==> config.mk <==
export PLATFORM = sky130hd
export DESIGN_NAME = rvc_sqrt_cell
export DESIGN_NICKNAME = d
export VERILOG_FILES = /design/src/hw/rtl/rvc_pkg.sv /design/src/hw/rtl/rvc_sqrt_cell.sv
export SDC_FILE = /design/constraint.sdc
export NUM_CORES = 1
export LEC_CHECK = 0
export BUFFER_PORTS_ARGS = -buffer_cell sky130_fd_sc_hd__buf_4
export CORE_ASPECT_RATIO = 1.2
export CORE_MARGIN = 4
export CORE_UTILIZATION = 45
export DETAILED_ROUTE_END_ITERATION = 8
export PLACE_DENSITY = 0.78
export SETUP_SLACK_MARGIN = 0.15
export SYNTH_ARGS = -nofsm -noshare
export SYNTH_HDL_FRONTEND = slang
export SYNTH_SLANG_ARGS = --single-unit
==> constraint.sdc <==
create_clock -name i_clk -period 4.5 [get_ports i_clk]
set_clock_uncertainty 0.15 [all_clocks]
set_input_delay 0.225 -clock i_clk [delete_from_list [all_inputs] [get_ports i_clk]]
set_output_delay 0.225 -clock i_clk [all_outputs]
set_load 0.01 [all_outputs]
==> src/hw/rtl/rvc_pkg.sv <==
// Shared types, constants and codes of the radial vignetting correction block.
package rvc_pkg;

    localparam int TABLE_DEPTH_DEF    = 4096;
    localparam int GAIN_FRAC_BITS_DEF = 12;

    localparam int SAMPLE_W   = 16;
    localparam int GAIN_W     = 16;
    localparam int INDEX_W    = 12;
    localparam int COORD_W    = 13;
    localparam int CENTER_W   = 15;
    localparam int DELTA_W    = 16;
    localparam int MAG_W      = 15;
    localparam int SQUARE_W   = 30;
    localparam int SQ_W       = 32;
    localparam int ROOT_W     = 16;
    localparam int ROOT_STEPS = 16;
    localparam int DIST_W     = 17;
    localparam int PROD_W     = 32;
    localparam int CFG_IDX_W  = 2;
    localparam int CFG_DATA_W = 15;

    localparam logic ACT_LOAD  = 1'b0;
    localparam logic ACT_PIXEL = 1'b1;

    localparam logic [SAMPLE_W-1:0] SAMPLE_MAX_NARROW = 16'h00FF;
    localparam logic [SAMPLE_W-1:0] SAMPLE_MAX_WIDE   = 16'hFFFF;

    typedef enum logic [CFG_IDX_W-1:0] {
        CFG_CENTER_X,
        CFG_CENTER_Y,
        CFG_WIDE_SAMPLES
    } t_cfg_index;

    typedef struct packed {
        logic                action;
        logic [INDEX_W-1:0]  entry_index;
        logic [GAIN_W-1:0]   entry_gain;
        logic [COORD_W-1:0]  pixel_x;
        logic [COORD_W-1:0]  pixel_y;
        logic [SAMPLE_W-1:0] in_red;
        logic [SAMPLE_W-1:0] in_green;
        logic [SAMPLE_W-1:0] in_blue;
        logic [SAMPLE_W-1:0] in_alpha;
    } t_in_item;

    typedef struct packed {
        logic [SAMPLE_W-1:0] out_red;
        logic [SAMPLE_W-1:0] out_green;
        logic [SAMPLE_W-1:0] out_blue;
        logic [SAMPLE_W-1:0] out_alpha;
    } t_out_item;

    typedef struct packed {
        logic                action;
        logic [INDEX_W-1:0]  entry_index;
        logic [GAIN_W-1:0]   entry_gain;
        logic [SAMPLE_W-1:0] red;
        logic [SAMPLE_W-1:0] green;
        logic [SAMPLE_W-1:0] blue;
        logic [SAMPLE_W-1:0] alpha;
    } t_side;

    typedef struct packed {
        logic            valid;
        t_side           side;
        logic [SQ_W-1:0] rem;
        logic [SQ_W-1:0] root;
    } t_link;

endpackage

==> src/hw/rtl/rvc_sqrt_cell.sv <==
// One cell of the square root chain: decides one root bit and passes the item on.
module rvc_sqrt_cell
    import rvc_pkg::*;
#(
    parameter int STEP = 0
) (
    input  logic  i_clk,
    input  logic  i_rst_n,
    input  logic  i_en,
    input  t_link i_link,
    output t_link o_link
);

    localparam logic [SQ_W-1:0] BIT = SQ_W'(1) << (2 * STEP);

    logic [SQ_W-1:0] w_trial;
    t_link           n_link;
    t_link           r_link;

    always_comb begin
        w_trial = i_link.root + BIT;
        n_link  = i_link;
        if (i_link.rem >= w_trial) begin
            n_link.rem  = i_link.rem - w_trial;
            n_link.root = (i_link.root >> 1) + BIT;
        end else begin
            n_link.root = i_link.root >> 1;
        end
    end

    always_ff @(posedge i_clk) begin
        if (!i_rst_n) begin
            r_link.valid <= 1'b0;
        end else if (i_en) begin
            r_link <= n_link;
        end
    end

    assign o_link = r_link;

endmodule

[Word-level counts from Yosys, hierarchy flattened]
Cells that the tools add are included.
Word-level totals
  input port bits: 161
  logic and storage cells: 18
  register bits after elaboration: 158
  output and inout port bits: 158
Cells by class
  muxes and demuxes: 2
  add/subtract/negate cells: 3
  reductions and logical operators: 1
  $lt $le $gt $ge: 1
Operators by type and width (count)
  adder 31 x 1 -> 32 bit (second input constant): 1
  adder 32 x 1 -> 32 bit (second input constant): 1
  greater-or-equal comparator 32 bit: 1
  two-way mux 32 bit: 1
  subtractor 32 bit: 1
  two-way mux 31 bit: 1
  AND reduction 2 bit: 1

[Longest topological paths before layout]
Gate-level depths: netlist of the first run.
  depth in word-level cells: 3
  depth in mapped cells: 24
  depth with buffers taken out: 20

[Least setup slack after synthesis of the first run]
Ideal clock, no wire load.
  path kind: input -> register
  start point: input i_en
  end point: register r_link (netlist bit o_link[0]) (enable)
  setup slack: 0.011 ns
  arrival time: 3.804 ns
  setup time: 0.535 ns
  buffers on the path: 0
  stages: 1
  data required time: 3.815 ns
  cell sequence: and2_1
Between the ends
  word-level cells in the longest chain between the ends: 1
Ends and longest elaborated chain
  start, declared: line rvc_sqrt_cell.sv:9  | input logic i_en,
  AND reduction 2 bit (no line)
  end signal, assigned: line rvc_sqrt_cell.sv:35  | r_link <= n_link;
  end, declared: line rvc_sqrt_cell.sv:18  | t_link r_link;
Every way passes these cells.
A chain may end at the register's enable or synchronous reset.

==> results.cfg, run 1 <==
[yosys]
post-synth-top-area-fraction_pct = 58.3
proportion_of_synthesized_chip_area_in_sequential_cells_pct = 58.6
synthesis.area_per_instance_um2 = 12.3
synth.ff_latch_count = 158
mappedNetlistArea_mm2 = 0.00808
synth-warning-count = 0
synth_xor_xnor_area_share_pct = 9.74
synth_top_family_by_area = simple AND/OR/NAND/NOR gates
postSynth.asyncResetShare_pct = 0
synth.distinct_cells = 60
synth_enable_flop_cells = 157
synth.mux.area_fraction_pct = 0.960
dominantRegCellSynth = edfxtp_1
complex_gate_fraction_of_the_synthesized_area_pct = 9.29
postSynthCellCount = 657
share_of_synthesized_cell_area_in_full_adder_half_adder_and_majority_cells_pct = 5.51
synth_area_leaders = edfxtp_1, ha_1, xor2_1
cell_taking_the_most_area_after_synthesis = edfxtp_1
syn-num-nets = 853
yosys.area_share.simple_pct = 13.6

[job]
maxCapViolCount = 0

[drt]
vias_per_inst = 5.40
route.detailed.drc = 0
detail-route-antenna-nets = 0
aggregate_routed_wire_length_mm = 31.0
detailedRoute.firstPassIterationCount = 5
via_count = 7449
avgRoutedWirePerCell_um = 22.4
drt_iter0_drc = 641

[floorplanning]
floorplan.die.height_um = 155
pin_count = 319
die-width_um = 130
std_cell_rows = 53
coreArea_mm2 = 0.0176
dieArea_mm2 = 0.0202
start_util_pct = 46.0

[setup_path]
r2r_start = o_link[157]$_SDFFE_PN0P_
crit_path_max_fanout = 13
timing_worst_setup_path_type = input port to flop
worst_r2r_endpoint = o_link[157]$_SDFFE_PN0P_
r2r_cells = 3
critical_path_arrival_ps = 4270
setup_crit_start_kind = input port
end_point_of_the_critical_path = o_link[23]$_DFFE_PP_
crit_path_start = i_link[5]
timing.critical_path.slowest_stage_cell = dlygate4sd3_1
cp_cell_sequence = dlygate4sd3_1 > buf_4 > and4_1 > nand2_1 > nor2_2 > inv_1 > nor2_1 > xnor2_1 > ha_1 > nand2_1 > nor4_2 > o21ai_1 > and3_1 > o31a_2 > buf_12 > or3b_4 > xnor2_2
cp_num_cells = 17
timing.critical_path.buf_inv = 4
timing.critical_path.to_type = flop
path_delay_family = simple AND/OR/NAND/NOR gates
cp_common_cell = nand2_1
r2r_setup_slack_ps = 3110
wp_data_required_ps = 4550
critPathMaxStageDelay_ps = 520

[sta]
rsz0062_at_grt = false
slew_violations = 0
timing.final.crit_period_ps = 4220
setup-tns-final_ps = 0
worst_slew_pin_slew_ps = 800
max_freq_mhz = 237
fin_hold_ws_ps = 17.4
worst_slew_margin_rel_pct = 46.7
final_count_of_hold_timing_violations = 0
setup_viol_count_final = 0
period_share_pct = 93.7
worst_slack_ps = 285

[power]
comb_power_share_pct = 23.1
intPower_mw = 2.99
clock_power_share_pct = 34.6
swShare_pct = 29.4
maximum_ir_drop_on_the_vdd_rail_mv = 0.294
net-switching-power_mw = 1.25
power_frac_seq_pct = 42.3
power.static_leakage_nw = 5.40
power.density_cell_area_mw_per_mm2 = 325

[final_layout]
stdcell_area_mm2 = 0.0130
final_cell_mix = buf_4, edfxtp_1, dlygate4sd3_1
final_cell_count_no_fill = 1380
largest_register_ffs = 158
drive_above_1_share_pct = 35.5
area_delta_synth_final_pct = 61.2
nNetsFinal = 1342
most_common_cell_after_layout_fill_and_taps_aside = buf_4

[placement]
portBuffers = 318
dp.final_hpwl_mm = 20.3
place.gp.congestion = 0.931
placement.setup.worst_slack_ps = -7.75
placed_cell_area_mm2 = 0.0108
placedCellCount = 1189

[clock_tree]
maximum_level_of_the_cts_h_tree = 4
tritoncts = done
clk_transition_reported_paths_ps = 70
clkLatencyLatePin_ps = 440
tritoncts.num_buffers = 17
cts_num_sinks = 158
clock-root-buffer = clkbuf_16
cts_max_path_buffers = 2

[outcome]
run_status = finished clean

[global_route]
antenna_found_initial = 1
grt_first_pass_wirelength_mm = 43.8
first_global_vias = 7608
gr-total-overflow = 0
grt_start_max_net_pins = 101
global_route.usage.total_pct = 29.3

[hold_path]
worstHoldPathType = input port to flop
cell type report:
class                   count  area (um2)
inverters                  13        48.8
clock buffers              17         425
multi-input cells         463        3190
diodes                      1        2.50
flip-flops and latches    158        4730
fillers                  1080        4550
well taps                 220         275
clock inverters            15         170
repair buffers            493        4180
power groups by stage:
stage	logic, mW	clock network [mW]	registers (mW)
after global placement	0.807	0	1.81
after floorplan	0.354	0	1.87
after CTS	0.935	1.45	1.79
final	0.979	1.47	1.79
after detailed placement	0.818	0	1.82
after global routing	1.04	1.54	1.80
through the flow:
step	utilization, %	power (mW)
floorplan	-	2.23
global placement	61.4	2.62
finish	74.1	4.24
detailed placement	61.4	2.63
global route	74.1	4.39
CTS	73.4	4.17
cell families after synthesis:
| logic type | count (synthesis) |
|---|---|
| buffers and inverters | 36 |
| XOR/XNOR | 89 |
| multiplexers | 7 |
| adder cells (fa/ha/maj) | 35 |
| AO/OA/AOI/OAI | 125 |
| flip-flops | 158 |
| AND/OR/NAND/NOR | 207 |
cell usage after synthesis, drive strengths merged, types with 2 or more instances:
master	n
and3	15
nand2b	9
buf	11
a21oi	37
nor2b	4
nor3b	2
a21o	15
and2	3
nor2	34
nor4	4
nand2	75
ha	34
nand3	20
a211oi	6
o21ai	44
nand4	13
clkbuf	12
nand4b	2
inv	13
mux2	6
o21bai	5
and4	2
a31oi	6
or2	2
xor2	48
o211ai	2
xnor2	41
edfxtp	157
nor3	16
nand3b	3
how the worst min path moves through the flow:
stage,from,endpoint,slack [ps],cells past startpoint
2_1_floorplan,i_link[100],o_link[100]$_DFFE_PP_,170,0
4_1_cts,i_link[21],o_link[20]$_DFFE_PP_,6,2
6_report,i_link[21],o_link[20]$_DFFE_PP_,20,2
5_1_grt,i_link[21],o_link[20]$_DFFE_PP_,20,2
3_3_place_gp,i_link[107],o_link[107]$_DFFE_PP_,250,1
3_5_place_dp,i_link[114],o_link[114]$_DFFE_PP_,250,1
repair_timing:
item | CTS | global route
endpoints found under the setup margin | 0 | 64
endpoints found under the hold margin | 150 | 0
hold buffers | 151 | 0
buffers inserted | 0 | 5
resized for setup | 0 | 10
per-layer routing:
| metal | part of all wire [%] | global-route usage, % | vias to the layer above | routed length (um) |
|---|---|---|---|---|
| met1 | 34 | 31.6 | 3532 | 10600 |
| met2 | 51 | 51.5 | 412 | 15700 |
| met5 | 0.042 | 0 | - | 13 |
| li1 | - | - | 3411 | - |
| met4 | 5.1 | 13.4 | 2 | 1570 |
| met3 | 10 | 9.81 | 92 | 3120 |
No activity file was read; power rests on OpenSTA's default activity.
==> inputs of run 2 (changes only) <==
BUFFER_PORTS_ARGS = -buffer_cell sky130_fd_sc_hd__buf_2   (was -buffer_cell sky130_fd_sc_hd__buf_4)
==> results.cfg, run 2 (same netlist as run 1, synthesis figures left out) <==
[setup_path]
timing.critical_path.slowest_stage_cell = ha_1
crit_path_max_fanout = 30
timing_worst_setup_path_type = input port to flop
cp_cell_sequence = buf_2 > ha_1 > and3_2 > nand4_4 > nor3_2 > and3_1 > and3_1 > and3_4 > nand4_1 > xor2_1 > ha_1 > a21oi_1 > nor2_1 > a211oi_2 > o21ai_0 > a21o_1 > a221oi_1 > o31a_2 > buf_12 > and4bb_2 > xor2_1
wp_data_required_ps = 4540
critical_path_arrival_ps = 4000
worst_r2r_endpoint = o_link[157]$_SDFFE_PN0P_
timing.critical_path.to_type = flop
r2r_start = o_link[157]$_SDFFE_PN0P_
path_delay_family = simple AND/OR/NAND/NOR gates
r2r_cells = 3
critPathMaxStageDelay_ps = 290
timing.critical_path.buf_inv = 2
setup_crit_start_kind = input port
r2r_setup_slack_ps = 3130

[final_layout]
most_common_cell_after_layout_fill_and_taps_aside = buf_2
final_cell_count_no_fill = 1354
drive_above_1_share_pct = 35.4
final_cell_mix = buf_2, edfxtp_1, dlygate4sd3_1
largest_register_ffs = 158
final_util_pct = 67.8
area_delta_synth_final_pct = 47.5
nNetsFinal = 1315
fill_cell_total_of_the_finished_layout = 1278

[outcome]
run_status = finished clean

[drt]
route.detailed.drc = 0
aggregate_routed_wire_length_mm = 28.7
drt_iter0_drc = 507
via_count = 7116
detailedRoute.firstPassIterationCount = 5
avgRoutedWirePerCell_um = 21.2
detail-route-antenna-nets = 0
vias_per_inst = 5.26

[clock_tree]
tritoncts = done
clk_transition_reported_paths_ps = 70
cts_max_path_buffers = 2
clkLatencyLatePin_ps = 430
cts_num_sinks = 158
post-cts-setup-buffer-count = 0
clock-root-buffer = clkbuf_16
maximum_level_of_the_cts_h_tree = 4
tritoncts.num_buffers = 17

[sta]
slew_violations = 0
rsz0062_at_grt = false
setup-tns-final_ps = 0
worst_slew_pin_slew_ps = 850
final_count_of_hold_timing_violations = 0
fin_hold_ws_ps = 14.3
timing.final.crit_period_ps = 3960
worst_slew_margin_rel_pct = 43.4
max_freq_mhz = 252
period_share_pct = 88.1
setup_viol_count_final = 0

[power]
maximum_ir_drop_on_the_vdd_rail_mv = 0.254
power.density_cell_area_mw_per_mm2 = 343
power_mw = 4.09
power.static_leakage_nw = 4.99

[placement]
portBuffers = 318
dp.final_hpwl_mm = 19.8
place.gp.congestion = 0.929
placedCellCount = 1191

[floorplanning]
start_util_pct = 46.0
dieArea_mm2 = 0.0202
std_cell_rows = 53
die-width_um = 130
floorplan.die.height_um = 155
pin_count = 319
coreArea_mm2 = 0.0176

[job]
maxCapViolCount = 0

[global_route]
antenna_found_initial = 3
first_global_vias = 7233
grt_first_pass_wirelength_mm = 40.8
gr-total-overflow = 0
global_route.usage.total_pct = 27.3
grt_start_max_net_pins = 99

[hold_path]
worstHoldPathType = input port to flop
endpoint_worst_hold = o_link[25]$_DFFE_PP_
min_delay_path_depth = 2
min-delay-start = i_link[26]
-- run 2: changes by cell type in the layout (fill, tap and decap cells not counted), sizes merged --
cell         change
inv              -2
diode            +1
dlygate4sd3     -22
buf              -3
clkinv           +4
clkinvlp         -2
clkbuf           -2
-- run 2: how the worst max path moves through the flow --
stage,startpoint,to,cells past startpoint
floorplan,i_link[1],o_link[1]$_DFFE_PP_,22
global placement,i_link[1],o_link[27]$_DFFE_PP_,21
detailed placement,i_link[1],o_link[27]$_DFFE_PP_,21
CTS,i_link[1],o_link[27]$_DFFE_PP_,21
global route,i_link[1],o_link[27]$_DFFE_PP_,22
finish,i_link[1],o_link[27]$_DFFE_PP_,21
-- run 2: layout make-up --
type                            instances  area (um2)  share of cell area [%]
Antenna cell                            2        5.00                  0.0420
Clock buffer                           17         425                    3.57
Clock inverter                         15         188                    1.57
Inverter                               13        48.8                   0.409
Multi-Input combinational cell        463        3170                    26.6
Sequential cell                       158        4730                    39.7
Tap cell                              220         275                    2.31
Timing Repair Buffer                  466        3080                    25.8
-- run 2: power by group --
group | leakage, nW | internal (mW) | switching, mW
Clock | 0.294 | 0.755 | 0.713
Sequential | 1.48 | 1.75 | 0.0308
Combinational | 3.22 | 0.373 | 0.463
-- run 2: timing repair --
action / CTS / global route
hold endpoints to repair: 128 / 0
hold buffers: 129 / 0
endpoints found under the setup margin: 0 / 1
resized for setup: 0 / 1
-- run 2: through the flow --
step	worst slack (ps)	cell area (um2)
2_1_floorplan	166	8080
3_3_place_gp	91.3	10000
3_5_place_dp	25.6	10000
4_1_cts	478	11900
5_1_grt	234	11900
6_report	536	11900
-- run 2: routing by layer --
metal | track usage, % | vias up | wire length, um
met2 | 49.0 | 343 | 14700
met5 | 0 | - | 7
met1 | 28.0 | 3354 | 9900
met3 | 9.43 | 65 | 2810
met4 | 12.5 | 2 | 1240
li1 | - | 3352 | -
==> inputs of run 3 (changes only) <==
ABC_AREA = 1   (was unset)
CORE_UTILIZATION = 46   (was 45)
PLACE_DENSITY = 0.77   (was 0.78)
RECOVER_POWER = 100   (was unset)
==> results.cfg, run 3 <==
[outcome]
run_status = finished, violations left
failing_checks = capacitance limit, slew limit

[global_route]
grt_start_max_net_pins = 116
grt_most_used_layer = met2
gr-total-overflow = 0
groute.layer.met3.usage_pct = 6.00
met1_usage_pct = 33.8
first_global_vias = 9297
grt_first_pass_wirelength_mm = 51.7
antenna_found_initial = 2
global_route.usage.total_pct = 30.8
grt_util_met2_pct = 55.5

[floorplanning]
start_util_pct = 47.1
pin_count = 319
dieArea_mm2 = 0.0226
std_cell_rows = 56
coreArea_mm2 = 0.0198
die-width_um = 138
floorplan.die.height_um = 164

[yosys]
synth_enable_flop_cells = 157
yosysMostFrequentCell = nand2_1
dominantRegCellSynth = edfxtp_1
synth-warning-count = 0
synth_area_leaders = edfxtp_1, nand2_1, inv_1
synthesis.area_per_instance_um2 = 8.41
post-synth-top-area-fraction_pct = 50.6
synth.ff_latch_count = 158
synth.distinct_cells = 29
postSynth.asyncResetShare_pct = 0
postSynthCellCount = 1107
syn-num-nets = 1303
proportion_of_synthesized_chip_area_in_sequential_cells_pct = 50.9
top_cells_by_instance_count_after_synthesis = nand2_1, inv_1, edfxtp_1
mappedNetlistArea_mm2 = 0.00931
cell_taking_the_most_area_after_synthesis = edfxtp_1

[placement]
place.gp.congestion = 1.01
portBuffers = 318
placement.setup.worst_slack_ps = 284
placed_cell_area_mm2 = 0.0112
dp.final_hpwl_mm = 26.1

[drt]
via_count = 9256
avgRoutedWirePerCell_um = 19.1
aggregate_routed_wire_length_mm = 35.3
vias_per_inst = 5.02
detail-route-antenna-nets = 0
detailedRoute.firstPassIterationCount = 5
route.detailed.drc = 0
drt_iter0_drc = 660

[final_layout]
nNetsFinal = 1763
largest_register_ffs = 158
drive_above_1_share_pct = 13.0
area_delta_synth_final_pct = 38.2
fill_cell_total_of_the_finished_layout = 1773
area_of_combinational_cells_with_multiple_inputs_mm2 = 0.00381
ff_latch_area_mm2 = 0.00473
stdcell_area_mm2 = 0.0129
final_cell_mix = nand2_1, inv_1, clkbuf_1
final_util_pct = 65.1
most_common_cell_after_layout_fill_and_taps_aside = nand2_1

[setup_path]
setup_crit_start_kind = input port
timing.critical_path.to_type = flop
critical_path_arrival_ps = 4240
crit_path_start = i_link[1]
r2r_start = o_link[157]$_SDFFE_PN0P_
wp_data_required_ps = 4530
r2r_setup_slack_ps = 3150
worst_r2r_endpoint = o_link[157]$_SDFFE_PN0P_
timing_worst_setup_path_type = input port to flop
crit_path_max_fanout = 24
r2r_cells = 3

[clock_tree]
clkLatencyLatePin_ps = 430
cts_num_sinks = 158
maximum_level_of_the_cts_h_tree = 4
tritoncts = done
clk_transition_reported_paths_ps = 80
clock-root-buffer = clkbuf_16
cts_max_path_buffers = 2
tritoncts.num_buffers = 17

[sta]
fin_hold_ws_ps = 15.6
setup-tns-final_ps = 0
slew_violations = 116
worst_slew_margin_rel_pct = -54.5
period_share_pct = 93.6
timing.final.crit_period_ps = 4210
worst_slack_ps = 290
rsz0062_at_grt = true
worst_slew_pin_slew_ps = 2320
setup_viol_count_final = 0
final_count_of_hold_timing_violations = 0
max_freq_mhz = 238

[hold_path]
worstHoldPathType = input port to flop
min_delay_path_depth = 3
min-delay-start = i_link[2]
endpoint_worst_hold = o_link[1]$_DFFE_PP_

[power]
maximum_ir_drop_on_the_vdd_rail_mv = 0.250
power.density_cell_area_mw_per_mm2 = 325
power.static_leakage_nw = 5.90

[job]
maxCapViolCount = 1
[run 3: cells by family after synthesis]
kind of cell             Yosys count  synth area share [%]
AND/OR/NAND/NOR                  597                  26.3
buffers and inverters            191                  8.40
flip-flops                       158                  50.9
XOR/XNOR                          68                  6.40
AO/OA/AOI/OAI                     58                  3.23
adder cells (fa/ha/maj)           35                  4.78
[run 3: critical path, stage by stage]
cell and delay, ps:
dlygate4sd3_1 530, buf_2 160, ha_1 240, nand3_1 260, nor2_4 250, nand2_1 160
nor3_1 350, xor2_1 280, ha_1 340, nand2_1 150, inv_1 50, nand2_1 60
nand2_1 70, a21oi_1 210, nor2_1 80, nor2_2 190, nand2_8 160, clkbuf_4 270
nand3_1 130, nand2_1 60
[run 3: worst max path at each step]
stage,slack [ps],end
2_1_floorplan,560,o_link[0]$_DFFE_PP_
3_3_place_gp,350,o_link[57]$_DFFE_PP_
3_5_place_dp,280,o_link[10]$_DFFE_PP_
4_1_cts,170,o_link[10]$_DFFE_PP_
5_1_grt,70,o_link[52]$_DFFE_PP_
6_report,290,o_link[50]$_DFFE_PP_
[run 3: through the flow]
stage | instances | power [mW]
3_5_place_dp | 1683 | 2.68
3_3_place_gp | 1683 | 2.67
2_1_floorplan | 1107 | 2.35
4_1_cts | 1841 | 4.21
6_report | 1843 | 4.19
5_1_grt | 1843 | 4.38
[run 3: what timing repair did]
action	in CTS	in global routing
gates resized for setup	0	5
buffers inserted	0	0
hold buffers	126	0
hold endpoints to repair	125	0
endpoints found under the setup margin	0	64
[run 3: final cells by class]
type	instances	area share (%)
well taps	261	2.54
multi-input cells	758	29.6
flip-flops and latches	158	36.8
clock inverters	15	1.25
clock buffers	17	3.31
diodes	2	0.0389
repair buffers	454	21.2
inverters	178	5.22
[run 3: where the power goes]
| group | switching [mW] | total (mW) | internal, mW |
|---|---|---|---|
| Sequential | 0.0421 | 1.81 | 1.77 |
| Clock | 0.695 | 1.44 | 0.749 |
| Combinational | 0.587 | 0.933 | 0.345 |
[run 3: routing by layer]
layer,vias to the layer above,share of wire [%]
li1,4456,-
met1,4233,35
met2,457,51
met3,110,8.2
met4,0,5.9
met5,-,0
