`config.mk`:
```
export PLATFORM = sky130hd
export DESIGN_NAME = rvc_front
export DESIGN_NICKNAME = d
export VERILOG_FILES = /design/src/hw/rtl/rvc_pkg.sv /design/src/hw/rtl/rvc_front.sv
export SDC_FILE = /design/constraint.sdc
export NUM_CORES = 1
export LEC_CHECK = 0
export ABC_CLOCK_PERIOD_IN_PS = 7100
export BUFFER_PORTS_ARGS = -buffer_cell sky130_fd_sc_hd__buf_2
export CAP_MARGIN = 20
export CORE_AREA = 3 3 265 215
export DETAILED_ROUTE_END_ITERATION = 16
export DIE_AREA = 0 0 268 218
export PLACE_DENSITY = 0.71
export SLEW_MARGIN = 5
export SYNTH_ARGS = -nofsm -noshare
export SYNTH_HDL_FRONTEND = slang
export SYNTH_SLANG_ARGS = --single-unit
```
`constraint.sdc`:
```
create_clock -name i_clk -period 7.1 [get_ports i_clk]
set_clock_uncertainty 0.05 [all_clocks]
set_input_delay 1.775 -clock i_clk [delete_from_list [all_inputs] [get_ports i_clk]]
set_output_delay 1.775 -clock i_clk [all_outputs]
set_load 0.01 [all_outputs]
```
`src/hw/rtl/rvc_pkg.sv`:
```
// Shared types, constants and codes of the radial vignetting correction block.
package rvc_pkg;

    localparam int TABLE_DEPTH_DEF    = 4096;
    localparam int GAIN_FRAC_BITS_DEF = 12;

    localparam int SAMPLE_W   = 16;
    localparam int GAIN_W     = 16;
    localparam int INDEX_W    = 12;
    localparam int COORD_W    = 13;
    localparam int CENTER_W   = 15;
    localparam int DELTA_W    = 16;
    localparam int MAG_W      = 15;
    localparam int SQUARE_W   = 30;
    localparam int SQ_W       = 32;
    localparam int ROOT_W     = 16;
    localparam int ROOT_STEPS = 16;
    localparam int DIST_W     = 17;
    localparam int PROD_W     = 32;
    localparam int CFG_IDX_W  = 2;
    localparam int CFG_DATA_W = 15;

    localparam logic ACT_LOAD  = 1'b0;
    localparam logic ACT_PIXEL = 1'b1;

    localparam logic [SAMPLE_W-1:0] SAMPLE_MAX_NARROW = 16'h00FF;
    localparam logic [SAMPLE_W-1:0] SAMPLE_MAX_WIDE   = 16'hFFFF;

    typedef enum logic [CFG_IDX_W-1:0] {
        CFG_CENTER_X,
        CFG_CENTER_Y,
        CFG_WIDE_SAMPLES
    } t_cfg_index;

    typedef struct packed {
        logic                action;
        logic [INDEX_W-1:0]  entry_index;
        logic [GAIN_W-1:0]   entry_gain;
        logic [COORD_W-1:0]  pixel_x;
        logic [COORD_W-1:0]  pixel_y;
        logic [SAMPLE_W-1:0] in_red;
        logic [SAMPLE_W-1:0] in_green;
        logic [SAMPLE_W-1:0] in_blue;
        logic [SAMPLE_W-1:0] in_alpha;
    } t_in_item;

    typedef struct packed {
        logic [SAMPLE_W-1:0] out_red;
        logic [SAMPLE_W-1:0] out_green;
        logic [SAMPLE_W-1:0] out_blue;
        logic [SAMPLE_W-1:0] out_alpha;
    } t_out_item;

    typedef struct packed {
        logic                action;
        logic [INDEX_W-1:0]  entry_index;
        logic [GAIN_W-1:0]   entry_gain;
        logic [SAMPLE_W-1:0] red;
        logic [SAMPLE_W-1:0] green;
        logic [SAMPLE_W-1:0] blue;
        logic [SAMPLE_W-1:0] alpha;
    } t_side;

    typedef struct packed {
        logic            valid;
        t_side           side;
        logic [SQ_W-1:0] rem;
        logic [SQ_W-1:0] root;
    } t_link;

endpackage

```
`src/hw/rtl/rvc_front.sv`:
```
// Front stages: offsets from the center, their squares and the squared distance.
module rvc_front
    import rvc_pkg::*;
(
    input  logic                       i_clk,
    input  logic                       i_rst_n,
    input  logic                       i_en,
    input  logic                       i_valid,
    input  t_in_item                   i_item,
    input  logic signed [CENTER_W-1:0] i_center_x,
    input  logic signed [CENTER_W-1:0] i_center_y,
    output t_link                      o_link
);

    logic signed [DELTA_W-1:0] w_dx;
    logic signed [DELTA_W-1:0] w_dy;
    logic [MAG_W-1:0]          n_ax;
    logic [MAG_W-1:0]          n_ay;
    t_side                     n_side;

    logic                r_s0_valid;
    t_side               r_s0_side;
    logic [MAG_W-1:0]    r_ax;
    logic [MAG_W-1:0]    r_ay;
    logic                r_s1_valid;
    t_side               r_s1_side;
    logic [SQUARE_W-1:0] r_sqx;
    logic [SQUARE_W-1:0] r_sqy;
    t_link               r_link;
    t_link               n_link;

    always_comb begin
        w_dx = $signed({3'b000, i_item.pixel_x}) - $signed({i_center_x[CENTER_W-1], i_center_x});
        w_dy = $signed({3'b000, i_item.pixel_y}) - $signed({i_center_y[CENTER_W-1], i_center_y});
        n_ax = w_dx[DELTA_W-1] ? MAG_W'(-w_dx) : MAG_W'(w_dx);
        n_ay = w_dy[DELTA_W-1] ? MAG_W'(-w_dy) : MAG_W'(w_dy);
        n_side.action      = i_item.action;
        n_side.entry_index = i_item.entry_index;
        n_side.entry_gain  = i_item.entry_gain;
        n_side.red         = i_item.in_red;
        n_side.green       = i_item.in_green;
        n_side.blue        = i_item.in_blue;
        n_side.alpha       = i_item.in_alpha;
    end

    always_comb begin
        n_link.valid = r_s1_valid;
        n_link.side  = r_s1_side;
        n_link.rem   = SQ_W'(r_sqx) + SQ_W'(r_sqy);
        n_link.root  = '0;
    end

    always_ff @(posedge i_clk) begin
        if (!i_rst_n) begin
            r_s0_valid   <= 1'b0;
            r_s1_valid   <= 1'b0;
            r_link.valid <= 1'b0;
        end else if (i_en) begin
            r_s0_valid <= i_valid;
            r_s1_valid <= r_s0_valid;
            r_link     <= n_link;
        end
    end

    always_ff @(posedge i_clk) begin
        if (i_en) begin
            r_s0_side <= n_side;
            r_ax      <= n_ax;
            r_ay      <= n_ay;
            r_s1_side <= r_s0_side;
            r_sqx     <= SQUARE_W'(r_ax) * SQUARE_W'(r_ax);
            r_sqy     <= SQUARE_W'(r_ay) * SQUARE_W'(r_ay);
        end
    end

    assign o_link = r_link;

endmodule

```
After elaboration in Yosys (flattened, before gate mapping)
Cells that the tools add are included.
{ "classes": {"n_addsub": 5, "multipliers": 2, "muxes": 2, "n_reduce_logical": 1} }
{ "op_table": {"columns": ["op", "count"], "rows": [
  ["multiplier 15 x 15 -> 30 bit", 2],
  ["subtractor 14 x 15 -> 16 bit", 2],
  ["adder 30 x 30 -> 31 bit", 1],
  ["2-to-1 mux 15 bit", 2],
  ["negation 15 bit", 2],
  ["AND reduction 2 bit", 1]
]} }
{ "totals": {"reg_bits": 404, "out_inout_bits": 158} }

Logic depth before layout (Yosys ltp)
Gate-level depths: netlist (run 1).
{ "depth": {"word_depth": 3, "ltp_mapped": 25, "mapped_depth_nobuf": 24} }

Worst setup path before layout (run 1)
OpenSTA, ideal clock, no wires.
{ "synth_timing": {"path_type": "register to register", "startpoint": "register r_ax[6]", "endpoint": "register r_sqx[29] (data pin)", "arrival_ns": 5.920, "t_required_ns": 6.790, "slack_ns": 0.870, "stages_incl_launch_ff": 26, "path_buffers": 1, "period_less_slack_ns": 6.230, "path_cell_list": "edfxtp_1 > clkbuf_1 > nand2_1 > inv_1 > fa_1 > inv_1 > fa_1 > inv_1 > fa_1 > inv_1 > fa_1 > inv_1 > fa_1 > inv_1 > fa_1 > inv_1 > ha_1 > o211ai_1 > a21oi_1 > o41ai_1 > a2111oi_0 > o21ai_0 > a31oi_1 > o21a_1 > nor2_1 > xnor2_1"} }
{ "synth_via": {"elab_chain_len": 1} }
{ "synth_lines": {"columns": ["item", "line", "text"], "rows": [
  ["start: declaration", "rvc_front.sv:23", "logic [MAG_W-1:0] r_ax;"],
  ["start signal: assignment", "rvc_front.sv:68", "r_ax <= n_ax;"],
  ["multiplier 15 x 15 -> 30 bit", "rvc_front.sv:71", "r_sqx <= SQUARE_W'(r_ax) * SQUARE_W'(r_ax);"],
  ["end signal: assignment", "rvc_front.sv:71", null],
  ["end: declaration", "rvc_front.sv:27", "logic [SQUARE_W-1:0] r_sqx;"]
]} }
No other way between the ends.
A chain may end at the register's enable or synchronous reset.

Worst setup path after layout (run 1)
{ "layout_timing": {"startpoint": "register r_ay[5]", "endpoint": "register r_sqy[27] (data pin)"} }
{ "layout_via": {"elab_chain_len": 1} }
{ "layout_lines": {"columns": ["item", "line", "text"], "rows": [
  ["start: declaration", "rvc_front.sv:24", "logic [MAG_W-1:0] r_ay;"],
  ["start signal: assignment", "rvc_front.sv:69", "r_ay <= n_ay;"],
  ["multiplier 15 x 15 -> 30 bit", "rvc_front.sv:72", "r_sqy <= SQUARE_W'(r_ay) * SQUARE_W'(r_ay);"],
  ["end signal: assignment", "rvc_front.sv:72", null],
  ["end: declaration", "rvc_front.sv:28", "logic [SQUARE_W-1:0] r_sqy;"]
]} }
No other way between the ends.

==> results.py, run 1 <==
metrics = {
    "drt": {
        "vias_per_cell": 5.13,
        "post-route-drc-count": 0,
        "drt-initial-drc-count": 1110,
        "vias": 17100,
        "first_pass_iters": 5,
        "ant_nets": 0,
        "wirelength_um": 52200,
        "wire_per_inst_um": 15.7,
    },
    "synthesis": {
        "seq_area_frac_synth_pct": 43.5,
        "syn_area_um2": 27600,
        "netlist.area_leader.share_pct": 43.3,
        "yosys-top-cells-area": "edfxtp_1 (43%), fa_1 (20%), ha_1 (11%)",
        "yosysWarnings": 0,
        "ys_async_sr_fraction_pct": 0,
        "synth.largest_area_cell": "edfxtp_1",
        "synthFlopType": "edfxtp_1",
        "yosys_register_bits": 401,
        "synth-edff-count": 398,
        "ys_types": 67,
        "syn_inst": 2272,
        "avgSynthCellArea_um2": 12.1,
    },
    "global_routing": {
        "gr-total-overflow": 0,
        "grt_usage_pct": 18.3,
        "grt_pass1_vias": 17700,
        "grt_first_pass_wirelength_um": 86300,
        "grt_max_degree": 170,
        "antenna_found_initial": 2,
    },
    "clocking": {
        "cts_root_buf": "clkbuf_16",
        "hold_buffers": 0,
        "cts_inserted_buffers": 40,
        "clk_path_buf_depth": 3,
        "clkLatencyLatePin_ns": 0.57,
        "cts.sinks": 401,
        "cts_max_level": 2,
        "clk_pin_slew_ns": 0.07,
        "tritoncts": "yes",
    },
    "placement": {
        "hpwl_um": 40800,
        "gp_routability_congestion": 0.866,
        "port_buffers": 277,
    },
    "timing": {
        "fin_crit_ns": 6.70,
        "slew_headroom_pct": 37.7,
        "tightest_slew_ns": 0.934,
        "hold_viol_final": 0,
        "fin_crit_sh_pct": 94.4,
        "final-setup-viol-count": 0,
        "hold_slack_ns": 0.351,
        "rsz0062_at_grt": "false",
        "fmax_ghz": 0.149,
        "slew_viol_final": 0,
        "setup_tns_ns": 0,
    },
    "die": {
        "rows": 77,
        "die_x_um": 268,
        "coreArea_um2": 54800,
        "die_area_um2": 58400,
        "start_util_pct": 50.4,
        "dieHeight_um": 218,
        "io_pins": 311,
    },
    "setup_path": {
        "critPathArrivalTime_ns": 6.96,
        "cp-end-kind": "flop",
        "critPathMaxFanout": 15,
        "timing.critical_path.required_ns": 7.36,
        "reg2reg_depth": 20,
        "start_kind": "flop",
        "crit_type": "flop to flop",
    },
    "min_path": {
        "holdPathStages": 0,
        "hold_class": "flop to flop",
    },
    "flow_run": {
        "maxCapViolCount": 0,
    },
    "layout": {
        "drive_above_1_share_pct": 15.2,
        "final_net_count": 3257,
        "area_delta_synth_final_pct": 13.6,
    },
    "status": {
        "outcome": "complete, no violations",
    },
}
per-layer routing:
layer	GRT usage, %	share of wire [%]	vias to the layer above	wire length, um
met1	25.4	45	8468	23500
met5	0	0.013	-	7
met4	4.71	2.0	2	1060
li1	-	-	8118	-
met2	29.9	47	416	24500
met3	3.17	5.9	83	3090
cells by family (layout without fill, tap and decap cells):
group           after synthesis  count (layout)  synth area share, %
compound gates              259             259                 6.15
xor+xnor                    121             121                 3.84
fa+ha+maj                   514             514                 30.7
buf+inv                     514             831                 7.44
flops                       401             401                 43.5
mux                           7               7                0.263
other cells                   1              34               0.0136
simple gates                455             455                 8.08
layout make-up:
cell class                 instances  area (um2)
fill                            4518       23500
multi-input combinational       1389       13700
sequential                       401       12000
inverter                         447        1680
timing repair buffer             311        1680
clock buffer                      50        1080
tap                              711         890
clock inverter                    23         345
antenna                            1        2.50
layout by cell type (no fill, tap or decap), types with 20 or more instances in the layout:
cell,Yosys,routed
o21ai_0,41,40
buf_2,0,276
xor2_1,36,36
inv_1,447,447
xnor2_1,85,85
fa_1,272,272
buf_4,33,32
nor3_1,24,24
nor2b_1,20,20
a21o_1,29,29
a21oi_1,70,70
nand2_1,160,160
ha_1,242,242
and2_1,87,86
clkbuf_16,0,41
conb_1,1,33
nor2_1,81,81
edfxtp_1,398,398
state kept, by name, indices dropped and copies added (netlist names):
name / flops
r_sqx: 29
r_ay: 15
r_s0_valid: 1
n_link: 93
r_ax: 15
o_link: 125
r_sqy: 29
r_s1_valid: 1
r_s0_side: 93
cells in the mapped netlist, drive strengths merged (3+ instances only):
| library cell | number |
|---|---|
| inv | 447 |
| a21o | 29 |
| clkbuf | 34 |
| nand4 | 7 |
| o31ai | 6 |
| and3 | 10 |
| a31oi | 6 |
| o21a | 16 |
| o211ai | 6 |
| edfxtp | 398 |
| nand3 | 14 |
| o22ai | 5 |
| buf | 33 |
| o41ai | 4 |
| nor2 | 82 |
| xnor2 | 85 |
| a211oi | 18 |
| dfxtp | 3 |
| nand3b | 4 |
| nor3 | 25 |
| or4 | 3 |
| o21ai | 55 |
| o21bai | 11 |
| a41oi | 4 |
| nand2b | 17 |
| nand2 | 160 |
| or2 | 6 |
| a21oi | 71 |
| mux2i | 5 |
| fa | 272 |
| nor4 | 8 |
| xor2 | 36 |
| ha | 242 |
| o31a | 6 |
| and2 | 87 |
| or3 | 6 |
| nor2b | 20 |
| o2111ai | 3 |
final timing paths:
check                                  from          end  slack [ns]
worst max-delay path                r_ay[5]    r_sqy[27]        0.40
worst min register to register  n_link[103]  o_link[103]        0.35
worst max register to register      r_ay[5]    r_sqy[27]        0.40
worst min-delay path            n_link[103]  o_link[103]        0.35
what timing repair did:
action,in CTS,in global routing
endpoints found under the setup margin,0,6
setup buffers,0,6
gates resized for setup,0,4
through the flow:
stage	area, um2	setup WS, ns	std cells	util [%]
2_1_floorplan	27700	0.870	2304	-
3_3_place_gp	29900	0.380	3253	54.5
3_5_place_dp	29900	0.304	3253	54.5
4_1_cts	31300	0.282	3326	57.1
5_1_grt	31400	0.0269	3333	57.2
6_report	31400	0.401	3333	57.2
critical path, cell delays in order, from the launching register on:
cell and delay, ns:
edfxtp_1 0.67, and2_1 0.31, fa_1 0.53, inv_1 0.07
fa_1 0.54, inv_1 0.05, fa_1 0.54, fa_1 0.45
fa_1 0.49, inv_1 0.05, fa_1 0.48, inv_1 0.04
ha_1 0.38, and3_1 0.18, nand4_1 0.09, a41oi_1 0.39
a31oi_1 0.24, o31a_1 0.41, o2111ai_1 0.25, a21oi_1 0.12
xnor2_1 0.13
Power of run 1 is not shown: default switching activity piles up to over one toggle a cycle in this logic, so the estimate is an artifact.
==> inputs of run 2 (changes only) <==
--- a/config.mk
+++ b/config.mk
@@ -5,12 +5,13 @@
 export SDC_FILE = /design/constraint.sdc
 export NUM_CORES = 1
 export LEC_CHECK = 0
-export ABC_CLOCK_PERIOD_IN_PS = 7100
+export ABC_AREA = 1
+export ABC_CLOCK_PERIOD_IN_PS = 8700
 export BUFFER_PORTS_ARGS = -buffer_cell sky130_fd_sc_hd__buf_2
 export CAP_MARGIN = 20
-export CORE_AREA = 3 3 265 215
+export CORE_AREA = 3 3 270 219
 export DETAILED_ROUTE_END_ITERATION = 16
-export DIE_AREA = 0 0 268 218
+export DIE_AREA = 0 0 273 222
 export PLACE_DENSITY = 0.71
 export SLEW_MARGIN = 5
 export SYNTH_ARGS = -nofsm -noshare
==> constraint.sdc (replaced) <==
create_clock -name i_clk -period 8.7 [get_ports i_clk]
set_clock_uncertainty 0.05 [all_clocks]
set_input_delay 2.175 -clock i_clk [delete_from_list [all_inputs] [get_ports i_clk]]
set_output_delay 2.175 -clock i_clk [all_outputs]
set_load 0.01 [all_outputs]
==> results.py, run 2 <==
metrics = {
    "setup_path": {
        "timing.critical_path.required_ns": 8.95,
        "crit_type": "flop to flop",
        "cp-end-kind": "flop",
        "critPathArrivalTime_ns": 6.48,
        "path_common_cell": "inv_1",
        "max_stage_delay_ns": 0.64,
        "reg2reg_setup_slack_ns": 2.47,
        "critPathMaxFanout": 15,
        "crit_slowest_cell": "edfxtp_1",
        "start_kind": "flop",
    },
    "die": {
        "dieHeight_um": 222,
        "coreArea_um2": 56500,
        "start_util_pct": 51.1,
        "rows": 78,
        "io_pins": 311,
        "die_area_um2": 60600,
        "die_x_um": 273,
    },
    "clocking": {
        "hold_buffers": 0,
        "cts.sinks": 401,
        "clk_pin_slew_ns": 0.06,
        "cts_max_level": 2,
        "cts_inserted_buffers": 42,
        "post_cts_buffers": 0,
        "tritoncts": "yes",
        "cts_root_buf": "clkbuf_16",
        "clkLatencyLatePin_ns": 0.55,
        "post_cts_resized": 0,
        "clk_path_buf_depth": 3,
    },
    "synthesis": {
        "synth-edff-count": 398,
        "seq_area_frac_synth_pct": 41.6,
        "ys_types": 42,
        "synth_most_common_cell": "inv_1",
        "synth_common_cells": "inv_1 (655), nand2_1 (553), edfxtp_1 (398), fa_1 (272), ha_1 (242)",
        "yosys-top-cells-area": "edfxtp_1 (41%), fa_1 (19%), ha_1 (10%)",
        "yosysWarnings": 0,
        "avgSynthCellArea_um2": 10.4,
        "yosys_register_bits": 401,
        "syn_inst": 2775,
        "netlist.area_leader.share_pct": 41.4,
        "synthFlopType": "edfxtp_1",
        "synth.largest_area_cell": "edfxtp_1",
        "ys_async_sr_fraction_pct": 0,
        "syn_area_um2": 28900,
    },
    "timing": {
        "final-setup-viol-count": 0,
        "tightest_slew_ns": 1.07,
        "setup_tns_ns": 0,
        "fmax_ghz": 0.161,
        "slew_viol_final": 0,
        "fin_crit_sh_pct": 71.6,
        "slew_headroom_pct": 28.9,
        "hold_viol_final": 0,
        "fin_crit_ns": 6.23,
        "rsz0062_at_grt": "false",
    },
    "drt": {
        "vias": 19100,
        "drt-initial-drc-count": 1445,
        "ant_nets": 0,
        "post-route-drc-count": 0,
        "vias_per_cell": 4.95,
        "first_pass_iters": 5,
        "wire_per_inst_um": 15.3,
        "wirelength_um": 58800,
    },
    "layout": {
        "final_common_cell": "inv_1",
        "fillers": 4790,
        "final_net_count": 3731,
        "largest_register_ffs": 125,
        "final_cell_mix": "inv_1 (654), nand2_1 (553), edfxtp_1 (398), buf_2 (276), fa_1 (272)",
        "area_delta_synth_final_pct": 12.4,
        "stdcell_count": 3857,
        "drive_above_1_share_pct": 12.4,
    },
    "placement": {
        "gp_routability_congestion": 0.914,
        "port_buffers": 277,
        "dp.cells": 3780,
        "hpwl_um": 46500,
    },
    "global_routing": {
        "grt_first_pass_wirelength_um": 96400,
        "grt_max_degree": 123,
        "antenna_found_initial": 4,
        "grt_usage_pct": 19.6,
        "grt_pass1_vias": 19300,
        "gr-total-overflow": 0,
    },
    "min_path": {
        "hold_class": "flop to flop",
    },
    "flow_run": {
        "maxCapViolCount": 0,
    },
    "status": {
        "outcome": "complete, no violations",
    },
}
==> run 2: cell types whose count changed after synthesis, sizes merged, moves of 13 or more <==
cell,delta
xnor2,-48
nand2b,-17
xor2,+44
and2,-84
a21oi,+45
nand3,+60
o21a,-13
a21o,-18
inv,+210
nand2,+407
nor2,+34
a211oi,-18
nor2b,-20
==> run 2: layout make-up <==
cell class / instances / area [um2] / area share (%)
multi-input cells: 1682 / 14100 / 43.5
flip-flops and latches: 401 / 12000 / 37.0
inverters: 657 / 2470 / 7.63
repair buffers: 280 / 1420 / 4.37
clock buffers: 45 / 1060 / 3.28
well taps: 760 / 951 / 2.93
clock inverters: 28 / 390 / 1.20
diodes: 4 / 10.0 / 0.0309
==> run 2: stage by stage <==
step	hold slack, ns	setup WS, ns	cell area (um2)	utilization [%]
after CTS	0.365	2.48	32400	57.4
after floorplan	0.350	3.05	29000	-
after detailed placement	0.355	2.49	31000	54.8
after global routing	0.370	2.02	32400	57.4
final	0.361	2.47	32400	57.4
after global placement	0.350	2.56	31000	54.8
==> run 2: routing by layer <==
layer,part of all wire (%),wire length [um],GRT usage [%]
met5,0,0,0
met4,1.6,933,3.80
met3,6.9,4040,3.18
met2,45,26700,31.0
met1,46,27200,28.9
==> run 2: kinds of logic after synthesis <==
kind of cell    share of synthesized area, %
simple gates                            11.4
xor+xnor                                3.55
buf+inv                                 9.88
compound gates                          4.19
fa+ha+maj                               29.4
flops                                   41.6
other cells                           0.0130
==> run 2: path summary, 6_finish.rpt <==
check / from / to / cells after the start
max reg2reg: r_ax[6] / r_sqx[23] / 25
min: r_s0_side[34] / n_link[98] / 0
max: r_ax[6] / r_sqx[23] / 25
min reg2reg: r_s0_side[34] / n_link[98] / 0
==> run 2: worst max-delay path: cells and delay by family (launching register included) <==
| kind | cells | cell delay [ns] |
|---|---|---|
| DFF | 1 | 0.64 |
| buffers and inverters | 8 | 0.45 |
| AOI/OAI and AO/OA | 2 | 0.61 |
| and+or+nand+nor | 8 | 0.81 |
| adders and majority gates | 7 | 3.41 |
Power of run 2 is left out for the same reason.
==> inputs of run 3 (changes only) <==
--- a/config.mk
+++ b/config.mk
@@ -5,13 +5,13 @@
 export SDC_FILE = /design/constraint.sdc
 export NUM_CORES = 1
 export LEC_CHECK = 0
-export ABC_AREA = 1
-export ABC_CLOCK_PERIOD_IN_PS = 8700
+export ABC_AREA = 0
+export ABC_CLOCK_PERIOD_IN_PS = 6400
 export BUFFER_PORTS_ARGS = -buffer_cell sky130_fd_sc_hd__buf_2
 export CAP_MARGIN = 20
-export CORE_AREA = 3 3 270 219
+export CORE_AREA = 3 3 265 215
 export DETAILED_ROUTE_END_ITERATION = 16
-export DIE_AREA = 0 0 273 222
+export DIE_AREA = 0 0 268 218
 export PLACE_DENSITY = 0.71
 export SLEW_MARGIN = 5
 export SYNTH_ARGS = -nofsm -noshare
==> constraint.sdc (replaced) <==
create_clock -name i_clk -period 6.4 [get_ports i_clk]
set_clock_uncertainty 0.05 [all_clocks]
set_input_delay 1.6 -clock i_clk [delete_from_list [all_inputs] [get_ports i_clk]]
set_output_delay 1.6 -clock i_clk [all_outputs]
set_load 0.01 [all_outputs]
==> results.py, run 3 (same netlist as run 1, synthesis figures left out) <==
metrics = {
    "die": {
        "io_pins": 311,
        "start_util_pct": 50.4,
        "die_x_um": 268,
        "rows": 77,
        "coreArea_um2": 54800,
        "die_area_um2": 58400,
        "dieHeight_um": 218,
    },
    "placement": {
        "gp_routability_congestion": 0.858,
        "place_area_um2": 30200,
        "port_buffers": 277,
        "hpwl_um": 41100,
    },
    "setup_path": {
        "start_kind": "flop",
        "critPathArrivalTime_ns": 6.45,
        "crit_type": "flop to flop",
        "critPathMaxFanout": 13,
        "cp-end-kind": "flop",
        "reg2reg_setup_slack_ns": 0.21,
        "timing.critical_path.required_ns": 6.66,
    },
    "global_routing": {
        "antenna_found_initial": 4,
        "gr-total-overflow": 0,
        "grt_first_pass_wirelength_um": 87200,
        "grt_max_degree": 188,
        "grt_pass1_vias": 17800,
        "grt_usage_pct": 18.4,
    },
    "layout": {
        "area_delta_synth_final_pct": 15.7,
        "largest_register_ffs": 125,
        "final_cell_mix": "inv_1 (444), edfxtp_1 (398), buf_2 (276), fa_1 (271), ha_1 (234)",
        "drive_above_1_share_pct": 17.8,
        "final_common_cell": "inv_1",
        "postLayoutCellArea_um2": 31900,
        "final_net_count": 3302,
    },
    "clocking": {
        "cts.sinks": 401,
        "cts_inserted_buffers": 42,
        "clkLatencyLatePin_ns": 0.56,
        "cts_max_level": 2,
        "hold_buffers": 0,
        "tritoncts": "yes",
        "clk_pin_slew_ns": 0.06,
        "cts_root_buf": "clkbuf_16",
        "clk_path_buf_depth": 3,
    },
    "timing": {
        "slew_headroom_pct": 29.9,
        "slew_viol_final": 0,
        "final-setup-viol-count": 0,
        "tightest_slew_ns": 1.05,
        "fin_crit_ns": 6.19,
        "hold_viol_final": 0,
        "fin_crit_sh_pct": 96.8,
        "fmax_ghz": 0.161,
    },
    "drt": {
        "first_pass_iters": 5,
        "post-route-drc-count": 0,
        "vias_per_cell": 5.12,
        "wire_per_inst_um": 15.8,
        "drt-initial-drc-count": 923,
        "ant_nets": 0,
        "wirelength_um": 53300,
        "vias": 17300,
    },
    "status": {
        "outcome": "complete, no violations",
    },
    "flow_run": {
        "maxCapViolCount": 0,
    },
    "min_path": {
        "hold_class": "flop to flop",
    },
}
[run 3: changes by cell type in the layout (fill, tap and decap cells not counted), sizes merged, moves of 45 or more]
cell / before / now
nand2: 567 / 160
inv: 660 / 449
and2: 3 / 87
xnor2: 37 / 85
nand3: 74 / 14
buf: 280 / 354
a21oi: 116 / 71
[run 3: worst paths after layout]
check	startpoint	endpoint	cells past startpoint
min reg2reg	r_s0_side[77]	n_link[141]	0
max reg2reg	r_ay[2]	r_sqy[27]	22
min	r_s0_side[77]	n_link[141]	0
max	r_ay[2]	r_sqy[27]	22
[run 3: area by class of cell]
class / count / area (um2)
clock buffer: 45 / 1060
inverter: 447 / 1690
fill: 4387 / 22900
antenna: 2 / 5.00
tap: 711 / 890
multi-input combinational: 1389 / 13900
sequential: 401 / 12000
timing repair buffer: 354 / 2040
clock inverter: 31 / 314
[run 3: critical path: stages (launching register included)]
cell and delay [ns]:
edfxtp_1 0.38, buf_4 0.21, clkinvlp_4 0.14, nor2_1 0.09, fa_1 0.54, inv_1 0.05
fa_1 0.52, inv_1 0.06, fa_1 0.48, fa_1 0.50, fa_1 0.50, inv_1 0.05
fa_1 0.47, inv_1 0.04, ha_1 0.31, and3_1 0.17, nand4_1 0.12, a41oi_2 0.33
a31oi_4 0.15, o31a_1 0.33, o2111ai_1 0.21, a21oi_1 0.11, xnor2_1 0.14
[run 3: stage by stage]
stage / utilization (%) / hold WS (ns) / setup TNS (ns) / std cells / worst slack, ns
2_1_floorplan: - / 0.350 / 0 / 2304 / 0.170
3_5_place_dp: 55.0 / 0.355 / -0.0900 / 3289 / -0.0663
5_1_grt: 58.2 / 0.369 / -0.0996 / 3380 / -0.0580
3_3_place_gp: 55.0 / 0.350 / -0.0314 / 3289 / -0.0314
4_1_cts: 57.6 / 0.368 / 0 / 3366 / 0.0192
6_report: 58.2 / 0.366 / 0 / 3380 / 0.205
[run 3: per-layer routing]
metal	up-vias	track usage, %	part of all wire (%)
met5	-	0	0.030
met4	4	4.49	1.9
met3	75	3.33	5.7
met2	403	30.8	49
met1	8629	25.1	44
li1	8202	-	-
[run 3: what timing repair did]
item                                    in CTS  in global routing
gates resized for setup                      2                 52
hold endpoints to repair                     0                  0
buffers inserted                             1                 12
endpoints found under the setup margin       3                 19
pin swaps                                    0                 18
Power of run 3 is left out for the same reason.
